--- src/sv/twd_pkg.sv ---
package twd_pkg;

  localparam int NodeCount = 4096;
  localparam int NodeW     = $clog2(NodeCount);
  localparam int PoolW     = NodeW + 1;
  localparam int AlphaSize = 27;
  localparam int BranchW   = $clog2(AlphaSize + 1);
  localparam int CountW    = 20;

  localparam logic [7:0]         ApostropheCode   = 8'd39;
  localparam logic [BranchW-1:0] ApostropheBranch = BranchW'(26);
  localparam logic [BranchW-1:0] NoBranch         = BranchW'(AlphaSize);

  localparam logic KIND_LOOKUP = 1'b0;
  localparam logic KIND_INSERT = 1'b1;

  localparam logic [1:0] STATUS_OK        = 2'd0;
  localparam logic [1:0] STATUS_BAD_CHAR  = 2'd1;
  localparam logic [1:0] STATUS_POOL_FULL = 2'd2;

  typedef logic [NodeW-1:0] node_t;

  // The end mark of a node lives in the slot of its parent that points to it.
  typedef struct packed {
    logic  end_mark;
    node_t child;
  } entry_t;

  typedef entry_t [AlphaSize-1:0] row_t;

  typedef struct packed {
    logic       kind;
    logic [7:0] char_code;
    logic       last_char;
  } item_t;

  typedef struct packed {
    logic              found;
    logic [1:0]        status;
    logic [CountW-1:0] word_count;
  } result_t;

  typedef enum logic [1:0] {
    ST_CLEAR,
    ST_IDLE,
    ST_EXEC
  } state_t;

  typedef struct packed {
    logic rd_en;
    logic exec;
    logic clr_we;
  } ctrl_cmd_t;

  typedef struct packed {
    logic clr_last;
  } dp_stat_t;

  function automatic logic [BranchW-1:0] branch_of(logic [7:0] c);
    logic [7:0] diff;
    diff = 8'h00;
    if (c inside {[8'h41:8'h5A]}) begin
      diff = c - 8'h41;
      return diff[BranchW-1:0];
    end else if (c inside {[8'h61:8'h7A]}) begin
      diff = c - 8'h61;
      return diff[BranchW-1:0];
    end else if (c == ApostropheCode) begin
      return ApostropheBranch;
    end
    return NoBranch;
  endfunction

endpackage

--- src/sv/twd_ctrl.sv ---
module twd_ctrl (
  input  logic                  clk,
  input  logic                  rst,
  input  logic                  start,
  input  twd_pkg::dp_stat_t     stat,
  output logic                  busy,
  output twd_pkg::ctrl_cmd_t    cmd
);

  twd_pkg::state_t state;
  twd_pkg::state_t state_next;

  always_ff @(posedge clk) begin
    if (rst) begin
      state <= twd_pkg::ST_CLEAR;
    end else begin
      state <= state_next;
    end
  end

  always_comb begin
    state_next = state;
    case (state)
      twd_pkg::ST_CLEAR: begin
        if (stat.clr_last) state_next = twd_pkg::ST_IDLE;
      end
      twd_pkg::ST_IDLE: begin
        if (start) state_next = twd_pkg::ST_EXEC;
      end
      twd_pkg::ST_EXEC: begin
        state_next = twd_pkg::ST_IDLE;
      end
      default: begin
        state_next = twd_pkg::ST_CLEAR;
      end
    endcase
  end

  always_comb begin
    busy       = 1'b1;
    cmd.rd_en  = 1'b0;
    cmd.exec   = 1'b0;
    cmd.clr_we = 1'b0;
    case (state)
      twd_pkg::ST_CLEAR: begin
        cmd.clr_we = 1'b1;
      end
      twd_pkg::ST_IDLE: begin
        busy      = 1'b0;
        cmd.rd_en = start;
      end
      twd_pkg::ST_EXEC: begin
        cmd.exec = 1'b1;
      end
      default: begin
        busy = 1'b1;
      end
    endcase
  end

endmodule

--- config.mk ---
export PLATFORM = sky130hd
export DESIGN_NAME = twd_ctrl
export DESIGN_NICKNAME = d
export VERILOG_FILES = /design/src/sv/twd_pkg.sv /design/src/sv/twd_ctrl.sv
export SDC_FILE = /design/constraint.sdc
export NUM_CORES = 1
export LEC_CHECK = 0
export ABC_AREA = 1
export BUFFER_PORTS_ARGS = -buffer_cell sky130_fd_sc_hd__clkbuf_2
export CORE_AREA = 2 2 39 41
export CTS_CLUSTER_SIZE = 24
export DETAILED_ROUTE_END_ITERATION = 12
export DIE_AREA = 0 0 41 43
export GPL_TIMING_DRIVEN = 0
export SLEW_MARGIN = 25
export SYNTH_ARGS = -nofsm -noshare
export SYNTH_HDL_FRONTEND = slang
export SYNTH_SLANG_ARGS = --single-unit
--- constraint.sdc ---
create_clock -name clk -period 1.9 [get_ports clk]
set_input_delay 0.285 -clock clk [delete_from_list [all_inputs] [get_ports clk]]
set_output_delay 0.285 -clock clk [all_outputs]
set_load 0.005 [all_outputs]
==> flow_summary.ini, run 1 <==
[setup_path]
timing.setup.critical_path_class = reg -> out
crit_path_max_delay_cell_type = sky130_fd_sc_hd__dfxtp_1
worst-r2r-cell-count = 4
setup.worst_path.end_class = output pin
crit_path_cell_trace = nand2_1, nor2_1, clkbuf_2
cp-start-kind = register
slowest_delay_ns = 0.37
rr_endpoint = state[0]
r2r_setup_slack_ns = 1.21
critical_path_peak_fanout = 4
arrival_ns = 0.93
required_ns = 1.62
worst_r2r_startpoint = state[1]

[clock_tree]
numCtsBuffers = 3
cts_repair_resized_insts = 0
cts-root-buf = sky130_fd_sc_hd__clkbuf_4
cts_buffer_depth = 2
clk_transition_reported_paths_ns = 0.03
cts.hold.buffers_added = 0
clock_insertion_delay_worst_skew_ns = 0.22
tritoncts = built
post_cts_setup_repair_buffer_count = 0
tritoncts_num_sinks = 2
htreeDepth = 1

[layout]
top_register = state
final_layout_size_suffix_gt1_share_pct = 48.0
number_of_flip_flops_in_the_largest_register = 2
largestRegisters = state: 2 flops
area.growth.synth_to_final_pct = 76.5
finish.net_count = 31
diodes = 0

[floorplan]
dieWidth_um = 41
num_rows = 14
ioPinCount = 8
initial_core_util_pct = 7.32
dieHeight_um = 43
core_area_sq_mm = 0.00138
die_area_sq_mm = 0.00176

[worst_hold_path]
hold_depth = 2
timing.hold.worst_endpoint = state[1]
min_from = rst
worst_hold_path_type = in -> reg

[power_and_ir_drop]
p_per_area_mw_per_mm2 = 902
power_report.internal_total_mw = 0.125
worst_voltage_drop_across_the_vdd_grid_mv = 0.100
total_leakage_power_nw = 0.0988
clock_power_share_pct = 57.1
seqPwrFrac_pct = 29.6
power.switching_fraction_pct = 22.4
switching_power_mw = 0.0362
power.combinational.fraction_pct = 13.2

[sta]
finalSetupViolCount = 0
rsz0062_at_grt = false
fin_tns_setup_ns = 0
fmax_mhz = 825
worst_pin_slew_ns = 0.141
hold_violations = 0
final_max_slew_viol_count = 0
finClkSkew_ns = 0.00359
setup_slack_ns = 0.688
max_slew_margin_pct = 90.6
min_period_ns = 1.21
final.period_utilization_pct = 63.8

[global_route]
grt_pass1_wl_um = 234
pin_count_of_the_biggest_net_entering_global_routing = 5
number_of_antenna_violations_at_the_first_check_in_global_routing = 0
grt.overflow.total = 0
grt_pass1_vias = 80
grt_usage_pct = 3.00

[yosys]
yosys_register_bits = 2
synth_unique_cells = 7
mappedNetlistNets = 19
synth_area_per_cell_sq_um = 6.76
yosys_warnings = 0
synth.cell_area_sq_um = 101
synthCells = 15
yosysSeqAreaShare_pct = 39.5

[job]
timing.max_cap.violations = 0

[run_status]
outcome = complete, no violations

[placed_design]
io_buffer_count = 7
pre_cts_ws_ns = 0.932
dp_hpwl_um = 177
gp_congestion = 0.435

[route]
drt_first_pass_iters = 1
drt.antenna.violating_nets = 0
remaining_drc_errors = 0
detail_route.iter0.violations = 0
avgViaCountPerCell = 2.76
detailroute.via_count = 113
wl_um = 234
post_drt_wl_per_cell_um = 5.71
[final cells by class]
cell class,count,area [sq um]
clock buffer,3,22.5
tap,16,20.0
fill,161,1200
timing repair buffer,7,35.0
multi-input combinational,9,46.3
inverter,4,15.0
sequential,2,40.0
[routing by layer]
metal / track usage [%] / vias to the layer above / wire (um)
li1: - / 63 / -
met1: 1.27 / 42 / 111
met2: 2.50 / 8 / 82
met3: 6.28 / 0 / 40
met4: 4.00 / 0 / 0
met5: 0 / - / 0
[power groups by stage]
stage               Sequential (mW)  Clock, mW  Combinational (mW)
floorplan                    0.0480          0              0.0111
global placement             0.0485          0              0.0212
detailed placement           0.0484          0              0.0214
CTS                          0.0478     0.0991              0.0215
global route                 0.0484     0.0988              0.0243
finish                       0.0478     0.0922              0.0213
[cells by family (layout without fill, tap and decap cells)]
group	after synthesis	after routing	share of synthesized area, %
buffers and inverters	4	14	14.8
and+or+nand+nor	8	8	38.3
AOI/OAI and AO/OA	1	1	7.41
DFF	2	2	39.5
[worst max-delay path by stage]
stage          startpoint  endpoint  slack [ns]  cells past startpoint
2_1_floorplan    state[0]    cmd[2]        1.03                      2
6_report         state[0]    cmd[2]        0.69                      3
3_3_place_gp     state[0]    cmd[2]        0.94                      3
5_1_grt          state[0]    cmd[2]        0.63                      3
4_1_cts          state[0]    cmd[2]        0.69                      3
3_5_place_dp     state[0]    cmd[2]        0.93                      3
[per-stage QoR]
step	cells	total power, mW	utilization [%]	hold slack [ns]	instance area (sq um)
after floorplan	15	0.0591	-	0.356	101
after global placement	38	0.0696	11.3	0.481	156
after detailed placement	38	0.0698	11.3	0.484	156
after CTS	41	0.168	12.9	0.245	179
after global routing	41	0.172	12.9	0.248	179
final	41	0.161	12.9	0.252	179
[synthesized netlist by cell type]
cell type,instances,share of area (%)
sky130_fd_sc_hd__dfxtp_1,2,40
sky130_fd_sc_hd__nor2_2,1,6.2
sky130_fd_sc_hd__inv_1,4,15
sky130_fd_sc_hd__o21a_1,1,7.4
sky130_fd_sc_hd__nand2_1,3,11
sky130_fd_sc_hd__nor2_1,3,11
sky130_fd_sc_hd__nor3_2,1,9.9
[worst max-delay path, delay by kind of cell (launching register included)]
kind | cells | cell delay, ns
and+or+nand+nor | 2 | 0.23
buffers and inverters | 1 | 0.12
DFF | 1 | 0.37
[cell usage in the layout (no fill, tap or decap)]
cell type and count:
sky130_fd_sc_hd__o21a_1 1, sky130_fd_sc_hd__clkbuf_2 7, sky130_fd_sc_hd__nor3_2 1, sky130_fd_sc_hd__dfxtp_1 2, sky130_fd_sc_hd__clkbuf_4 3, sky130_fd_sc_hd__inv_1 4
sky130_fd_sc_hd__nand2_1 3, sky130_fd_sc_hd__nor2_1 3, sky130_fd_sc_hd__nor2_2 1
(Power assumes the default switching activity.)
==> run 2: changes to the inputs <==
==> constraint.sdc (replaced) <==
create_clock -name clk -period 1 [get_ports clk]
set_input_delay 0.15 -clock clk [delete_from_list [all_inputs] [get_ports clk]]
set_output_delay 0.15 -clock clk [all_outputs]
set_load 0.005 [all_outputs]
==> flow_summary.ini, run 2 (synthesis gave the netlist of run 1 again) <==
[run_status]
outcome = complete, no violations

[global_route]
grt_pass1_vias = 93
grt_pass1_wl_um = 262
grt_util_met2_pct = 3.44
number_of_antenna_violations_at_the_first_check_in_global_routing = 0
pin_count_of_the_biggest_net_entering_global_routing = 5
globalRouteMet3Util_pct = 6.28
met1_usage_pct = 0.955
grt.overflow.total = 0
grt_usage_pct = 3.20
global_route_hottest_layer = met3

[sta]
finalSetupViolCount = 0
min_period_ns = 0.992
final.period_utilization_pct = 99.2
max_slew_margin_pct = 92.5
holdWs_ns = 0.109
worst_pin_slew_ns = 0.112
setup_slack_ns = 0.00786
final_max_slew_viol_count = 0
fmax_mhz = 1010
fin_tns_setup_ns = 0
finClkSkew_ns = 0.00366
hold_violations = 0
rsz0062_at_grt = true

[power_and_ir_drop]
total_leakage_power_nw = 0.102
worst_voltage_drop_across_the_vdd_grid_mv = 0.194
totalPowerFinal_mw = 0.309
p_per_area_mw_per_mm2 = 1660

[placed_design]
pre_cts_ws_ns = 0.167
place_area_sq_um = 156
dp_cell_count = 38
gp_congestion = 0.435
dp_hpwl_um = 177
io_buffer_count = 7

[clock_tree]
cts.hold.buffers_added = 0
tritoncts_num_sinks = 2
tritoncts = built
clock_insertion_delay_worst_skew_ns = 0.22
cts_buffer_depth = 2
htreeDepth = 1
cts-root-buf = sky130_fd_sc_hd__clkbuf_4
numCtsBuffers = 3
clk_transition_reported_paths_ns = 0.03

[layout]
layout_commonest_cell = sky130_fd_sc_hd__clkbuf_2
diodes = 0
post-route-util_pct = 13.5
top_register = state
number_of_flip_flops_in_the_largest_register = 2
final_layout_size_suffix_gt1_share_pct = 64.0
most-common-layout-cells = sky130_fd_sc_hd__clkbuf_2 (5), sky130_fd_sc_hd__nor2_1 (3), sky130_fd_sc_hd__inv_1 (3), sky130_fd_sc_hd__clkbuf_4 (3)
num-fill-cells = 161
area.growth.synth_to_final_pct = 84.0
multi_input_comb_area_sq_um = 48.8
largestRegisters = state: 2 flops
final_cell_count_without_fillers = 41
final_area_sq_um = 186
finish.net_count = 31
sequential_cell_area_in_the_final_layout_sq_um = 45.0

[floorplan]
num_rows = 14
core_area_sq_mm = 0.00138
ioPinCount = 8
dieHeight_um = 43
die_area_sq_mm = 0.00176
initial_core_util_pct = 7.32
dieWidth_um = 41

[route]
remaining_drc_errors = 0
post_drt_wl_per_cell_um = 6.15
detail_route.iter0.violations = 0
wl_um = 252
detailroute.via_count = 119
avgViaCountPerCell = 2.90
drt_first_pass_iters = 1
drt.antenna.violating_nets = 0

[worst_hold_path]
worst_hold_path_type = in -> reg

[setup_path]
arrival_ns = 0.84
cp-start-kind = register
timing.setup.critical_path_class = reg -> out
critical_path_peak_fanout = 3
required_ns = 0.85
setup.worst_path.end_class = output pin

[job]
timing.max_cap.violations = 0
[run 2: cell type report]
type                       instances  area share [%]
tap                               16            10.7
multi-input combinational          9            26.2
sequential                         2            24.2
inverter                           4            8.05
timing repair buffer               7            18.8
clock buffer                       3            12.1
[run 2: worst paths after layout]
path             from        to  slack, ns  cells after the start
max          state[1]    cmd[2]      0.008                      4
min reg2reg  state[0]  state[1]       0.50                      2
min               rst  state[1]       0.11                      2
max reg2reg  state[1]  state[0]       0.30                      4
[run 2: repair_timing]
item / 4_1_cts / 5_1_grt
gates resized for setup: 4 / 3
endpoints found under the setup margin: 2 / 2
buffers inserted: 0 / 0
[run 2: metal layers]
layer | vias to the layer above | part of all wire (%)
li1 | 64 | -
met1 | 47 | 43
met2 | 8 | 40
met3 | 0 | 17
met4 | 0 | 0
met5 | - | 0
[run 2: power by group]
part	switching [mW]	total [mW]	leakage, nW	internal [mW]
Combinational	0.0206	0.0416	0.0703	0.0211
Sequential	0.00619	0.0924	0.0175	0.0862
Clock	0.0430	0.175	0.0138	0.132
[run 2: worst max-delay path, cell delays in order, from the launching register on]
cell                      delay (ns)
sky130_fd_sc_hd__dfxtp_2        0.32
sky130_fd_sc_hd__inv_2          0.06
sky130_fd_sc_hd__nand2_2        0.06
sky130_fd_sc_hd__nor2_1         0.07
sky130_fd_sc_hd__buf_2          0.11
==> run 3: changes to the inputs <==
--- a/config.mk
+++ b/config.mk
@@ -5,7 +5,6 @@
 export SDC_FILE = /design/constraint.sdc
 export NUM_CORES = 1
 export LEC_CHECK = 0
-export ABC_AREA = 1
 export BUFFER_PORTS_ARGS = -buffer_cell sky130_fd_sc_hd__clkbuf_2
 export CORE_AREA = 2 2 39 41
 export CTS_CLUSTER_SIZE = 24
==> flow_summary.ini, run 3 <==
[layout]
area.growth.synth_to_final_pct = 76.2
layout_commonest_cell = sky130_fd_sc_hd__clkbuf_2
most-common-layout-cells = sky130_fd_sc_hd__clkbuf_2 (7), sky130_fd_sc_hd__clkbuf_4 (3), sky130_fd_sc_hd__nor2_1 (2), sky130_fd_sc_hd__dfxtp_2 (2)
num-fill-cells = 159
diodes = 0
final_layout_size_suffix_gt1_share_pct = 70.0
number_of_flip_flops_in_the_largest_register = 2
largestRegisters = state: 2 flops
finish.net_count = 26
top_register = state

[global_route]
grt_usage_pct = 4.71
grt_pass1_wl_um = 420
grt.overflow.total = 0
number_of_antenna_violations_at_the_first_check_in_global_routing = 0
pin_count_of_the_biggest_net_entering_global_routing = 6
grt_pass1_vias = 132

[yosys]
synthCells = 10
synth.cell_area_sq_um = 105
synth_top_cell_area_share_pct = 38.1
ys_dominant_reg_cell = sky130_fd_sc_hd__dfxtp_1
mappedNetlistNets = 14
synth_area_per_cell_sq_um = 10.5
yosys_warnings = 0
yosysSeqAreaShare_pct = 38.1
yosys_register_bits = 2
synth_area_leaders = sky130_fd_sc_hd__dfxtp_1 (38%), sky130_fd_sc_hd__o32ai_2 (15%), sky130_fd_sc_hd__nor2b_4 (13%)
synth_async_sr_flop_share_pct = 0
synth.largest_area_cell = sky130_fd_sc_hd__dfxtp_1
synth_unique_cells = 8
netlist_top_cells_count = sky130_fd_sc_hd__dfxtp_1 (2), sky130_fd_sc_hd__nor2_1 (2)
synth-edff-count = 0

[setup_path]
cp-start-kind = register
timing.setup.critical_path_class = reg -> out
setup.worst_path.end_class = output pin
arrival_ns = 0.88
r2r_setup_slack_ns = 0.22
critical_path_peak_fanout = 5
required_ns = 0.85

[job]
timing.max_cap.violations = 0

[route]
wl_um = 254
post_drt_wl_per_cell_um = 7.06
drt_first_pass_iters = 2
detail_route.iter0.violations = 1
avgViaCountPerCell = 3.11
remaining_drc_errors = 0
drt.antenna.violating_nets = 0
detailroute.via_count = 112

[clock_tree]
htreeDepth = 1
tritoncts = built
clock_insertion_delay_worst_skew_ns = 0.23
clk_transition_reported_paths_ns = 0.03
tritoncts_num_sinks = 2
numCtsBuffers = 3
cts-root-buf = sky130_fd_sc_hd__clkbuf_4
cts_buffer_depth = 2

[sta]
min_period_ns = 1.03
finalSetupViolCount = 1
fin_tns_setup_ns = -0.0271
fmax_mhz = 974
final.period_utilization_pct = 103
max_slew_margin_pct = 87.7
rsz0062_at_grt = true
finClkSkew_ns = 0.000560
final_max_slew_viol_count = 0
hold_violations = 0
worst_pin_slew_ns = 0.184
setup_slack_ns = -0.0271

[floorplan]
num_rows = 14
dieWidth_um = 41
ioPinCount = 8
dieHeight_um = 43
core_area_sq_mm = 0.00138
initial_core_util_pct = 7.59
die_area_sq_mm = 0.00176

[power_and_ir_drop]
total_leakage_power_nw = 0.0846
totalPowerFinal_mw = 0.320
p_per_area_mw_per_mm2 = 1730
worst_voltage_drop_across_the_vdd_grid_mv = 0.298

[run_status]
outcome = finished with violations
failed_checks = setup timing

[placed_design]
dp_hpwl_um = 184
io_buffer_count = 7
gp_congestion = 0.520

[worst_hold_path]
worst_hold_path_type = in -> reg
run 3: changes by cell type after synthesis:
cell                       before  now
sky130_fd_sc_hd__o21a_1         1    0
sky130_fd_sc_hd__nand2_1        3    0
sky130_fd_sc_hd__nand2b_1       0    1
sky130_fd_sc_hd__inv_1          4    0
sky130_fd_sc_hd__nor3_2         1    0
sky130_fd_sc_hd__o32ai_2        0    1
sky130_fd_sc_hd__nor2b_1        0    1
sky130_fd_sc_hd__nor2_1         3    2
sky130_fd_sc_hd__nor2_2         1    0
sky130_fd_sc_hd__and3b_1        0    1
sky130_fd_sc_hd__or2_1          0    1
sky130_fd_sc_hd__nor2b_4        0    1
run 3: through the flow:
stage / hold WS, ns / area, sq um / utilization (%) / instances / setup WS [ns]
5_1_grt: 0.146 / 185 / 13.4 / 36 / -0.0792
3_3_place_gp: 0.381 / 160 / 11.6 / 33 / 0.181
2_1_floorplan: 0.214 / 105 / - / 10 / 0.236
3_5_place_dp: 0.382 / 160 / 11.6 / 33 / 0.193
6_report: 0.142 / 185 / 13.4 / 36 / -0.0271
4_1_cts: 0.133 / 185 / 13.4 / 36 / -0.0411
run 3: worst max-delay path, cell delays in order, from the launching register on:
cell	delay, ns
sky130_fd_sc_hd__dfxtp_2	0.32
sky130_fd_sc_hd__and3b_1	0.22
sky130_fd_sc_hd__clkbuf_2	0.11
run 3: cell type report:
| class | count | area [sq um] | share of cell area, % |
|---|---|---|---|
| multi-input combinational | 8 | 65.1 | 35.1 |
| sequential | 2 | 42.5 | 23.0 |
| timing repair buffer | 7 | 35.0 | 18.9 |
| clock buffer | 3 | 22.5 | 12.2 |
| tap | 16 | 20.0 | 10.8 |
run 3: path summary, 6_finish.rpt:
path,to,startpoint,depth (start not counted)
hold reg to reg,state[0],state[1],2
setup / recovery,cmd[2],state[1],2
setup reg to reg,state[0],state[1],2
hold / removal,state[1],rst,2
run 3: cells by family after synthesis:
logic type,share of synthesized area (%)
flops,38.1
simple gates,46.4
compound gates,15.5
run 3: timing repair:
item                                    CTS  global route
gates cloned                              0             0
endpoints found under the setup margin    3             3
gates resized for setup                   2             0
setup buffers                             0             0
hold buffers                              0             0
endpoints found under the hold margin     0             0
run 3: power by group:
group	switching [mW]	total, mW	internal (mW)	leakage, nW
logic	0.0194	0.0446	0.0252	0.0536
registers	0.00534	0.0926	0.0873	0.0172
clock network	0.0498	0.182	0.133	0.0138
run 3: per-layer routing:
layer	wire [um]	track usage (%)	part of all wire [%]	vias to the layer above
met4	22	10.0	8.7	0
met5	0	0	0	-
met1	85	2.56	33	45
li1	-	-	-	55
met2	105	5.63	41	8
met3	40	3.14	16	4
